<file path="config.mk">
export PLATFORM = sky130hd
export DESIGN_NAME = first_fit_heap_allocator
export DESIGN_NICKNAME = d
export VERILOG_FILES = /design/src/design/ffha_pkg.sv /design/src/design/ffha_table.sv /design/src/design/first_fit_heap_allocator.sv
export SDC_FILE = /design/constraint.sdc
export NUM_CORES = 2
export LEC_CHECK = 0
export BUFFER_PORTS_ARGS = -buffer_cell sky130_fd_sc_hd__buf_4
export CORE_MARGIN = 2
export CORE_UTILIZATION = 45
export CTS_CLUSTER_SIZE = 14
export DETAILED_ROUTE_END_ITERATION = 16
export GPL_TIMING_DRIVEN = 0
export SKIP_CTS_REPAIR_TIMING = 1
export SYNTH_ARGS = -nofsm -noshare
export SYNTH_HDL_FRONTEND = slang
export SYNTH_SLANG_ARGS = --single-unit
</file>
<file path="constraint.sdc">
create_clock -name clk -period 11.9 [get_ports clk]
set_input_delay 1.19 -clock clk [delete_from_list [all_inputs] [get_ports clk]]
set_output_delay 1.19 -clock clk [all_outputs]
set_load 0.01 [all_outputs]
</file>
<file path="src/design/ffha_pkg.sv">
package ffha_pkg;

    localparam int SIZE_W = 32;

    localparam logic [1:0] OP_INIT  = 2'd0;
    localparam logic [1:0] OP_ALLOC = 2'd1;
    localparam logic [1:0] OP_FREE  = 2'd2;

    localparam logic [1:0] ST_OK      = 2'd0;
    localparam logic [1:0] ST_FAIL    = 2'd1;
    localparam logic [1:0] ST_FULL    = 2'd2;
    localparam logic [1:0] ST_UNKNOWN = 2'd3;

    localparam logic [SIZE_W-1:0] HDR_BYTES  = 32'd4;
    localparam logic [SIZE_W-1:0] MIN_BLOCK  = 32'd8;
    localparam logic [SIZE_W-1:0] MIN_REGION = 32'd16;

    typedef enum logic [4:0] {
        S_IDLE,
        S_INIT,
        S_A_RD,
        S_A_CMP,
        S_A_FIT,
        S_FSH_RD,
        S_FSH_WR,
        S_F_CHK,
        S_U_RD,
        S_U_CMP,
        S_P_RD,
        S_P_CMP,
        S_F_DEC,
        S_USH_RD,
        S_USH_WR,
        S_F_UPD,
        S_FUP_RD,
        S_FUP_WR,
        S_DONE
    } state_t;

endpackage

</file>
<file path="src/design/ffha_table.sv">
module ffha_table #(
    parameter int DEPTH = 16,
    parameter int WIDTH = 64
) (
    input  logic                     clk,
    input  logic                     wr_en,
    input  logic [$clog2(DEPTH)-1:0] wr_addr,
    input  logic [WIDTH-1:0]         wr_data,
    input  logic [$clog2(DEPTH)-1:0] rd_addr,
    output logic [WIDTH-1:0]         rd_data
);

    logic [WIDTH-1:0] mem [DEPTH];
    logic [WIDTH-1:0] rd_data_reg;

    always_ff @(posedge clk)
    begin
        if (wr_en)
        begin
            mem[wr_addr] <= wr_data;
        end
        rd_data_reg <= mem[rd_addr];
    end

    assign rd_data = rd_data_reg;

endmodule

</file>
<file path="src/design/first_fit_heap_allocator.sv">
// channel | signals                                   | direction
// in      | in_valid, in_stall, opcode, request_size, | into block
//         | block_addr                                |
// out     | out_valid, out_stall, result_addr, status | out of block
// cfg     | cfg_wr_en, cfg_index, cfg_wdata           | into block
// an item keeps the block busy through its table scans and shift steps;
// each step is a read state then a compare or write state on the registered read port
// in_stall is high from acceptance until the result moves into the output register
// a result waits in the output register while the next item is taken
// reset clears the counts and control state; table contents stay undefined
module first_fit_heap_allocator
    import ffha_pkg::*;
#(
    parameter int MAX_FREE_BLOCKS = 16,
    parameter int MAX_USED_BLOCKS = 16,
    parameter int ADDR_WIDTH      = 32
) (
    input  logic                clk,
    input  logic                rst_n,
    input  logic                in_valid,
    output logic                in_stall,
    input  logic [1:0]          opcode,
    input  logic [SIZE_W-1:0]   request_size,
    input  logic [SIZE_W-1:0]   block_addr,
    output logic                out_valid,
    input  logic                out_stall,
    output logic [SIZE_W-1:0]   result_addr,
    output logic [1:0]          status,
    input  logic                cfg_wr_en,
    input  logic                cfg_index,
    input  logic [SIZE_W-1:0]   cfg_wdata
);

    localparam int AW   = ADDR_WIDTH;
    localparam int EW   = AW + SIZE_W;
    localparam int FIW  = $clog2(MAX_FREE_BLOCKS);
    localparam int UIW  = $clog2(MAX_USED_BLOCKS);
    localparam int FCW  = $clog2(MAX_FREE_BLOCKS + 1);
    localparam int UCW  = $clog2(MAX_USED_BLOCKS + 1);
    localparam int CMPW = (AW > SIZE_W) ? AW : SIZE_W;
    localparam logic [FCW-1:0] FMAX = FCW'(MAX_FREE_BLOCKS);
    localparam logic [UCW-1:0] UMAX = UCW'(MAX_USED_BLOCKS);

    state_t state_reg, state_next;
    logic [SIZE_W-1:0] base_reg, size_reg;
    logic [FCW-1:0] fcount_reg, fcount_next;
    logic [UCW-1:0] ucount_reg, ucount_next;
    logic [FCW-1:0] fk_reg, fk_next, sk_reg, sk_next;
    logic [UCW-1:0] uk_reg, uk_next;
    logic [SIZE_W:0] need_reg, need_next;
    logic [AW-1:0] blk_reg, blk_next;
    logic [SIZE_W-1:0] bsize_reg, bsize_next;
    logic [1:0] op_reg, op_next;
    logic [AW-1:0] prev_start_reg, prev_start_next, next_start_reg, next_start_next;
    logic [SIZE_W-1:0] prev_size_reg, prev_size_next, next_size_reg, next_size_next;
    logic has_next_reg, has_next_next;
    logic jn_reg, jn_next, jp_reg, jp_next;
    logic [SIZE_W-1:0] res_addr_reg, res_addr_next;
    logic [1:0] res_st_reg, res_st_next;
    logic out_valid_reg, out_valid_next;
    logic [SIZE_W-1:0] out_addr_reg, out_addr_next;
    logic [1:0] out_st_reg, out_st_next;

    logic           f_we, u_we;
    logic [FIW-1:0] f_waddr, f_raddr;
    logic [UIW-1:0] u_waddr, u_raddr;
    logic [EW-1:0]  f_wdata, f_rdata, u_wdata, u_rdata;
    logic [AW-1:0]  f_rd_start, u_rd_start;
    logic [SIZE_W-1:0] f_rd_size, u_rd_size;
    logic [SIZE_W:0]   need_raw;
    logic [AW-1:0]     off;
    logic [SIZE_W-1:0] rem;

    assign f_rd_start = f_rdata[EW-1:SIZE_W];
    assign f_rd_size  = f_rdata[SIZE_W-1:0];
    assign u_rd_start = u_rdata[EW-1:SIZE_W];
    assign u_rd_size  = u_rdata[SIZE_W-1:0];

    ffha_table #(.DEPTH(MAX_FREE_BLOCKS), .WIDTH(EW)) u_free_tab (
        .clk     (clk),
        .wr_en   (f_we),
        .wr_addr (f_waddr),
        .wr_data (f_wdata),
        .rd_addr (f_raddr),
        .rd_data (f_rdata)
    );

    ffha_table #(.DEPTH(MAX_USED_BLOCKS), .WIDTH(EW)) u_used_tab (
        .clk     (clk),
        .wr_en   (u_we),
        .wr_addr (u_waddr),
        .wr_data (u_wdata),
        .rd_addr (u_raddr),
        .rd_data (u_rdata)
    );

    always_ff @(posedge clk or negedge rst_n)
    begin
        if (!rst_n)
        begin
            state_reg     <= S_IDLE;
            base_reg      <= '0;
            size_reg      <= '0;
            fcount_reg    <= '0;
            ucount_reg    <= '0;
            out_valid_reg <= 1'b0;
        end
        else
        begin
            state_reg     <= state_next;
            fcount_reg    <= fcount_next;
            ucount_reg    <= ucount_next;
            out_valid_reg <= out_valid_next;
            if (cfg_wr_en)
            begin
                if (cfg_index)
                begin
                    size_reg <= cfg_wdata;
                end
                else
                begin
                    base_reg <= cfg_wdata;
                end
            end
        end
    end

    always_ff @(posedge clk)
    begin
        fk_reg         <= fk_next;
        sk_reg         <= sk_next;
        uk_reg         <= uk_next;
        need_reg       <= need_next;
        blk_reg        <= blk_next;
        bsize_reg      <= bsize_next;
        op_reg         <= op_next;
        prev_start_reg <= prev_start_next;
        prev_size_reg  <= prev_size_next;
        next_start_reg <= next_start_next;
        next_size_reg  <= next_size_next;
        has_next_reg   <= has_next_next;
        jn_reg         <= jn_next;
        jp_reg         <= jp_next;
        res_addr_reg   <= res_addr_next;
        res_st_reg     <= res_st_next;
        out_addr_reg   <= out_addr_next;
        out_st_reg     <= out_st_next;
    end

    // size + header rounded up to a word; raised to one minimum block when an item is taken
    assign need_raw = (({1'b0, request_size} + 33'd7) & ~33'd3);
    assign off      = blk_reg - AW'(base_reg);
    assign rem      = bsize_reg - need_reg[SIZE_W-1:0];

    always_comb
    begin
        state_next      = state_reg;
        fcount_next     = fcount_reg;
        ucount_next     = ucount_reg;
        fk_next         = fk_reg;
        sk_next         = sk_reg;
        uk_next         = uk_reg;
        need_next       = need_reg;
        blk_next        = blk_reg;
        bsize_next      = bsize_reg;
        op_next         = op_reg;
        prev_start_next = prev_start_reg;
        prev_size_next  = prev_size_reg;
        next_start_next = next_start_reg;
        next_size_next  = next_size_reg;
        has_next_next   = has_next_reg;
        jn_next         = jn_reg;
        jp_next         = jp_reg;
        res_addr_next   = res_addr_reg;
        res_st_next     = res_st_reg;
        out_valid_next  = out_valid_reg & out_stall;
        out_addr_next   = out_addr_reg;
        out_st_next     = out_st_reg;
        f_we            = 1'b0;
        f_waddr         = fk_reg[FIW-1:0];
        f_wdata         = f_rdata;
        f_raddr         = fk_reg[FIW-1:0];
        u_we            = 1'b0;
        u_waddr         = uk_reg[UIW-1:0];
        u_wdata         = u_rdata;
        u_raddr         = uk_reg[UIW-1:0];

        case (state_reg)
            S_IDLE:
            begin
                if (in_valid)
                begin
                    op_next       = opcode;
                    res_addr_next = '0;
                    fk_next       = '0;
                    uk_next       = '0;
                    need_next     = (need_raw < {1'b0, MIN_BLOCK}) ? {1'b0, MIN_BLOCK}
                                                                   : need_raw;
                    blk_next      = AW'(block_addr) - AW'(HDR_BYTES);
                    case (opcode)
                        OP_INIT:  state_next = S_INIT;
                        OP_ALLOC: state_next = S_A_RD;
                        OP_FREE:  state_next = S_F_CHK;
                        default:
                        begin
                            res_st_next = ST_FAIL;
                            state_next  = S_DONE;
                        end
                    endcase
                end
            end
            S_INIT:
            begin
                fcount_next = '0;
                ucount_next = '0;
                if (size_reg < MIN_REGION)
                begin
                    res_st_next = ST_FAIL;
                end
                else
                begin
                    f_we        = 1'b1;
                    f_waddr     = '0;
                    f_wdata     = {AW'(base_reg) + AW'(MIN_BLOCK), size_reg - MIN_BLOCK};
                    fcount_next = FCW'(1);
                    res_st_next = ST_OK;
                end
                state_next = S_DONE;
            end
            S_A_RD:
            begin
                if (fk_reg < fcount_reg)
                begin
                    state_next = S_A_CMP;
                end
                else
                begin
                    res_st_next = ST_FAIL;
                    state_next  = S_DONE;
                end
            end
            S_A_CMP:
            begin
                if ({1'b0, f_rd_size} >= need_reg)
                begin
                    blk_next   = f_rd_start;
                    bsize_next = f_rd_size;
                    state_next = S_A_FIT;
                end
                else
                begin
                    fk_next    = fk_reg + 1'b1;
                    state_next = S_A_RD;
                end
            end
            S_A_FIT:
            begin
                if (ucount_reg >= UMAX)
                begin
                    res_st_next = ST_FULL;
                    state_next  = S_DONE;
                end
                else
                begin
                    res_addr_next = SIZE_W'(blk_reg + AW'(HDR_BYTES));
                    res_st_next   = ST_OK;
                    ucount_next   = ucount_reg + 1'b1;
                    u_we          = 1'b1;
                    u_waddr       = ucount_reg[UIW-1:0];
                    if (rem >= MIN_BLOCK)
                    begin
                        // split: the tail stays in the free table
                        f_we       = 1'b1;
                        f_wdata    = {blk_reg + AW'(need_reg), rem};
                        u_wdata    = {blk_reg, need_reg[SIZE_W-1:0]};
                        state_next = S_DONE;
                    end
                    else
                    begin
                        u_wdata    = {blk_reg, bsize_reg};
                        state_next = S_FSH_RD;
                    end
                end
            end
            S_FSH_RD:
            begin
                f_raddr = FIW'(fk_reg + 1'b1);
                if ((fk_reg + 1'b1) < fcount_reg)
                begin
                    state_next = S_FSH_WR;
                end
                else
                begin
                    fcount_next = fcount_reg - 1'b1;
                    state_next  = S_DONE;
                end
            end
            S_FSH_WR:
            begin
                f_we       = 1'b1;
                fk_next    = fk_reg + 1'b1;
                state_next = S_FSH_RD;
            end
            S_F_CHK:
            begin
                if (off < AW'(MIN_BLOCK) || CMPW'(off) >= CMPW'(size_reg))
                begin
                    res_st_next = ST_FAIL;
                    state_next  = S_DONE;
                end
                else
                begin
                    state_next = S_U_RD;
                end
            end
            S_U_RD:
            begin
                if (uk_reg < ucount_reg)
                begin
                    state_next = S_U_CMP;
                end
                else
                begin
                    res_st_next = ST_UNKNOWN;
                    state_next  = S_DONE;
                end
            end
            S_U_CMP:
            begin
                if (u_rd_start == blk_reg)
                begin
                    bsize_next    = u_rd_size;
                    has_next_next = 1'b0;
                    state_next    = S_P_RD;
                end
                else
                begin
                    uk_next    = uk_reg + 1'b1;
                    state_next = S_U_RD;
                end
            end
            S_P_RD:
            begin
                if (fk_reg < fcount_reg)
                begin
                    state_next = S_P_CMP;
                end
                else
                begin
                    state_next = S_F_DEC;
                end
            end
            S_P_CMP:
            begin
                if (f_rd_start > blk_reg)
                begin
                    next_start_next = f_rd_start;
                    next_size_next  = f_rd_size;
                    has_next_next   = 1'b1;
                    state_next      = S_F_DEC;
                end
                else
                begin
                    prev_start_next = f_rd_start;
                    prev_size_next  = f_rd_size;
                    fk_next         = fk_reg + 1'b1;
                    state_next      = S_P_RD;
                end
            end
            S_F_DEC:
            begin
                jn_next = has_next_reg && (next_start_reg == blk_reg + AW'(bsize_reg));
                jp_next = (fk_reg != '0) && (prev_start_reg + AW'(prev_size_reg) == blk_reg);
                if (!jn_next && !jp_next && fcount_reg >= FMAX)
                begin
                    res_st_next = ST_FULL;
                    state_next  = S_DONE;
                end
                else
                begin
                    state_next = S_USH_RD;
                end
            end
            S_USH_RD:
            begin
                u_raddr = UIW'(uk_reg + 1'b1);
                if ((uk_reg + 1'b1) < ucount_reg)
                begin
                    state_next = S_USH_WR;
                end
                else
                begin
                    ucount_next = ucount_reg - 1'b1;
                    state_next  = S_F_UPD;
                end
            end
            S_USH_WR:
            begin
                u_we       = 1'b1;
                uk_next    = uk_reg + 1'b1;
                state_next = S_USH_RD;
            end
            S_F_UPD:
            begin
                res_st_next = ST_OK;
                if (jn_reg && jp_reg)
                begin
                    // both neighbours fold into the lower one, upper entry removed
                    f_we       = 1'b1;
                    f_waddr    = FIW'(fk_reg - 1'b1);
                    f_wdata    = {prev_start_reg, prev_size_reg + next_size_reg + bsize_reg};
                    state_next = S_FSH_RD;
                end
                else if (jn_reg)
                begin
                    f_we       = 1'b1;
                    f_wdata    = {blk_reg, next_size_reg + bsize_reg};
                    state_next = S_DONE;
                end
                else if (jp_reg)
                begin
                    f_we       = 1'b1;
                    f_waddr    = FIW'(fk_reg - 1'b1);
                    f_wdata    = {prev_start_reg, prev_size_reg + bsize_reg};
                    state_next = S_DONE;
                end
                else
                begin
                    sk_next    = fcount_reg;
                    state_next = S_FUP_RD;
                end
            end
            S_FUP_RD:
            begin
                f_raddr = FIW'(sk_reg - 1'b1);
                if (sk_reg > fk_reg)
                begin
                    state_next = S_FUP_WR;
                end
                else
                begin
                    f_we        = 1'b1;
                    f_wdata     = {blk_reg, bsize_reg};
                    fcount_next = fcount_reg + 1'b1;
                    state_next  = S_DONE;
                end
            end
            S_FUP_WR:
            begin
                f_we       = 1'b1;
                f_waddr    = sk_reg[FIW-1:0];
                sk_next    = sk_reg - 1'b1;
                state_next = S_FUP_RD;
            end
            S_DONE:
            begin
                if (!out_valid_reg || !out_stall)
                begin
                    out_valid_next = 1'b1;
                    out_addr_next  = res_addr_reg;
                    out_st_next    = res_st_reg;
                    state_next     = S_IDLE;
                end
            end
            default:
            begin
                state_next = S_IDLE;
            end
        endcase
    end

    assign in_stall    = (state_reg != S_IDLE);
    assign out_valid   = out_valid_reg;
    assign result_addr = out_addr_reg;
    assign status      = out_st_reg;

`ifndef SYNTHESIS
    a_fcount_bound: assert property (@(posedge clk) disable iff (!rst_n)
        fcount_reg <= FMAX)
        else $error("free count above table depth");

    a_ucount_bound: assert property (@(posedge clk) disable iff (!rst_n)
        ucount_reg <= UMAX)
        else $error("used count above table depth");

    a_busy_after_accept: assert property (@(posedge clk) disable iff (!rst_n)
        (in_valid && !in_stall) |=> (state_reg != S_IDLE))
        else $error("block idle right after a transaction");

    a_result_from_done: assert property (@(posedge clk) disable iff (!rst_n)
        $rose(out_valid_reg) |-> ($past(state_reg) == S_DONE))
        else $error("result presented without a finished operation");
`endif

endmodule
</file>
==> results.md <==
- Status: finished with violations
- Failing checks: max-capacitance violations, max-slew violations
- Layout cell share with drive strength beyond 1: 12.3%
- Chip width: 524 um
- Leakage Power: 47.2 nW
- Die area: 0.274 mm^2
- Power per Cell Area: 262 mW/mm^2
- Fin crit share: 69.6%
- I/O Buffers: 139
- Setup violations, final: 0
- Slew headroom: -6.64%
- Total chip power: 36.6 mW
- TNS Setup: 0 ns
- Period minus WS final: 8.28 ns
- Sequential fraction of the synthesis area: 62.0%
- Mapped Nets: 9666
- Clk slew on worst S/H paths: 0.06 ns
- H-Tree Depth: 5
- CP required: 12.42 ns
- Critical path class: flip-flop to flip-flop
- Max Cap Violations: 14
- Netlist Area Pre-Place: 0.122 mm^2
- Worst-case clock buffer depth: 4
- Initial antenna violation count: 56
- Final Hold Viols: 0
- DRT antenna net count: 0
- RSZ-0062 raised after global routing: no
- Yosys top cell by area: edfxtp_1
- Synth-to-Final Area Change: 15.0%
- Drt drc: 0
- Synthesized flop and latch total: 2565
- FMAX: 0.121 GHz
- Synth Area per Inst: 13.3 um^2
- Commonest non-fill, non-tap cell in the layout: edfxtp_1
- Post-synth top flop: edfxtp_1
- Grt total ovfl: 0
- Placed Instances: 13000
- Clock tree from TritonCTS: built
- Core Rows: 190
- FFs w/ async S/R, synth: 3.12%
- Placer Congestion: 1.05
- Clock Power Share: 24.1%
- Distinct cells, synth: 102
- Worst r2r path cells: 13
- Internal power: 21.6 mW
- Worst clock skew: 0.0564 ns
- CTS Sinks: 2565
- Ports: 140
- Fill cells: 22600
- Final Max Tran Viols: 113
- Vias in the first global route: 82400
- Clock network latency to the later pin of the worst-skew pair: 0.94 ns
- Cts bufs inserted: 280
- HP Class: input port to async pin
- DP Wirelength: 374000 um
- Global-route wire length before repair: 674000 um
- DRT Pass-1 Iters: 8
- Root Buffer Master: clkbuf_16
- Die height: 524 um
- Final cell count without fillers: 13600
- Largest registers: u_free_tab.mem: 1024 flops, u_used_tab.mem: 1024 flops
- P_sw: 15.0 mW
- Layout Utilization: 52.1%
- Vias: 87800
- Post-synth EDFFs: 2357
- Worst IR drop on VDD: 0.000155 V
- Warnings, synthesis: 0
- Critical Path Sink Type: flip-flop
- Syn Inst Count: 9146
- Initial Util: 45.3%
- Sw Share: 41.0%
- Critical Path AT: 8.80 ns
- Largest cells by area after synthesis: edfxtp_1 58%, mux4_2 5.9%, ha_1 3.9%, nand2_1 3.2%, a211oi_1 2.4%
- Worst slew pin tran: 1.60 ns
- Commonest non-fill, non-tap cells in the layout: 2357 x edfxtp_1, 1049 x nand2_1, 525 x a21oi_1
- Vias per inst: 6.48
- Core Area: 0.268 mm^2
- Comb pwr share: 37.3%
- Startpoint Class: flip-flop
- Synth top area share: 58.3%
- Avg WL per Cell: 36.8 um
- DR iter-0 viols: 12500
- Largest net degree at the start of global routing: 81
- Routed WL: 499000 um
- GRT Total Usage: 35.8%
- CP Max Fanout: 16
- Number of nets in the layout: 10300
- Reg power frac: 38.6%
- Hold_ws: 0.287 ns
[final timing paths]
kind	start	endpoint	slack [ns]
setup / recovery	bsize_reg[8]	u_free_tab.mem[12][27]	3.62
setup reg to reg	bsize_reg[8]	u_free_tab.mem[12][27]	3.62
hold / removal	rst_n	size_reg[17]	0.29
min in group clk	res_addr_reg[7]	result_addr[7]	0.42
hold reg to reg	res_addr_reg[7]	result_addr[7]	0.42
max in group asynchronous	rst_n	ucount_reg[4]	10.90
[per-layer routing]
layer / track usage [%] / share of wire (%) / up-vias
met5: 0 / 0.044 / -
met4: 15.2 / 4.7 / 34
met3: 8.09 / 9.9 / 916
met2: 53.4 / 44 / 5026
met1: 50.3 / 41 / 45100
li1: - / - / 36700
[layout make-up]
type | count | area, um^2 | area share [%]
multi-input combinational | 5881 | 44000 | 31.5
antenna | 37 | 92.6 | 0.0663
clock inverter | 135 | 1520 | 1.09
inverter | 229 | 862 | 0.617
sequential | 2565 | 75300 | 53.9
buffer | 471 | 1820 | 1.30
clock buffer | 375 | 7710 | 5.52
tap | 3552 | 4440 | 3.18
timing repair buffer | 305 | 3940 | 2.82
[power by group through the flow]
| stage | logic [mW] | registers, mW | clock network [mW] |
|---|---|---|---|
| 6_report | 13.6 | 14.1 | 8.81 |
| 5_1_grt | 14.4 | 14.0 | 9.23 |
| 4_1_cts | 13.4 | 14.0 | 8.89 |
| 3_5_place_dp | 13.4 | 14.2 | 0 |
| 3_3_place_gp | 12.5 | 14.4 | 0 |
| 2_1_floorplan | 7.35 | 13.2 | 0 |
[kinds of logic after synthesis]
group                    count (synthesis)  synth area share (%)
AO/OA/AOI/OAI                         2259                  12.3
buffers and inverters                  700                  2.20
AND/OR/NAND/NOR                       2385                  9.31
XOR/XNOR                               403                  2.91
flip-flops                            2565                  62.0
adder cells (fa/ha/maj)                416                  4.54
multiplexers                           418                  6.78
[worst max-delay path: stages, from the launching register on]
cell	delay, ns
edfxtp_1	1.00
ha_1	0.48
a2111oi_2	0.51
a211oi_1	0.20
o21ai_0	0.51
a21oi_1	0.14
a311oi_1	0.95
and4_1	0.33
and4_1	0.24
nand4_1	0.82
a21oi_1	0.53
clkbuf_1	0.69
a221oi_1	0.32
nor2_1	1.11
[cell usage after synthesis (all sizes together) (122+ instances only)]
master and count:
ha 375, and2 279, a21o 122, edfxtp 2357
nor2 370, a311oi 140, a31oi 172, o21ai 443
clkbuf 420, inv 226, xnor2 286, nand2 1051
dfxtp 128, mux4 320, a21oi 541, a211oi 383
[through the flow]
step,instance area (um^2),worst slack (ns)
final,140000,3.62
after global placement,127000,-2.54
after detailed placement,130000,3.68
after global routing,140000,3.66
after floorplan,122000,3.66
after CTS,139000,3.66
Power figures use the tool's default switching activity.
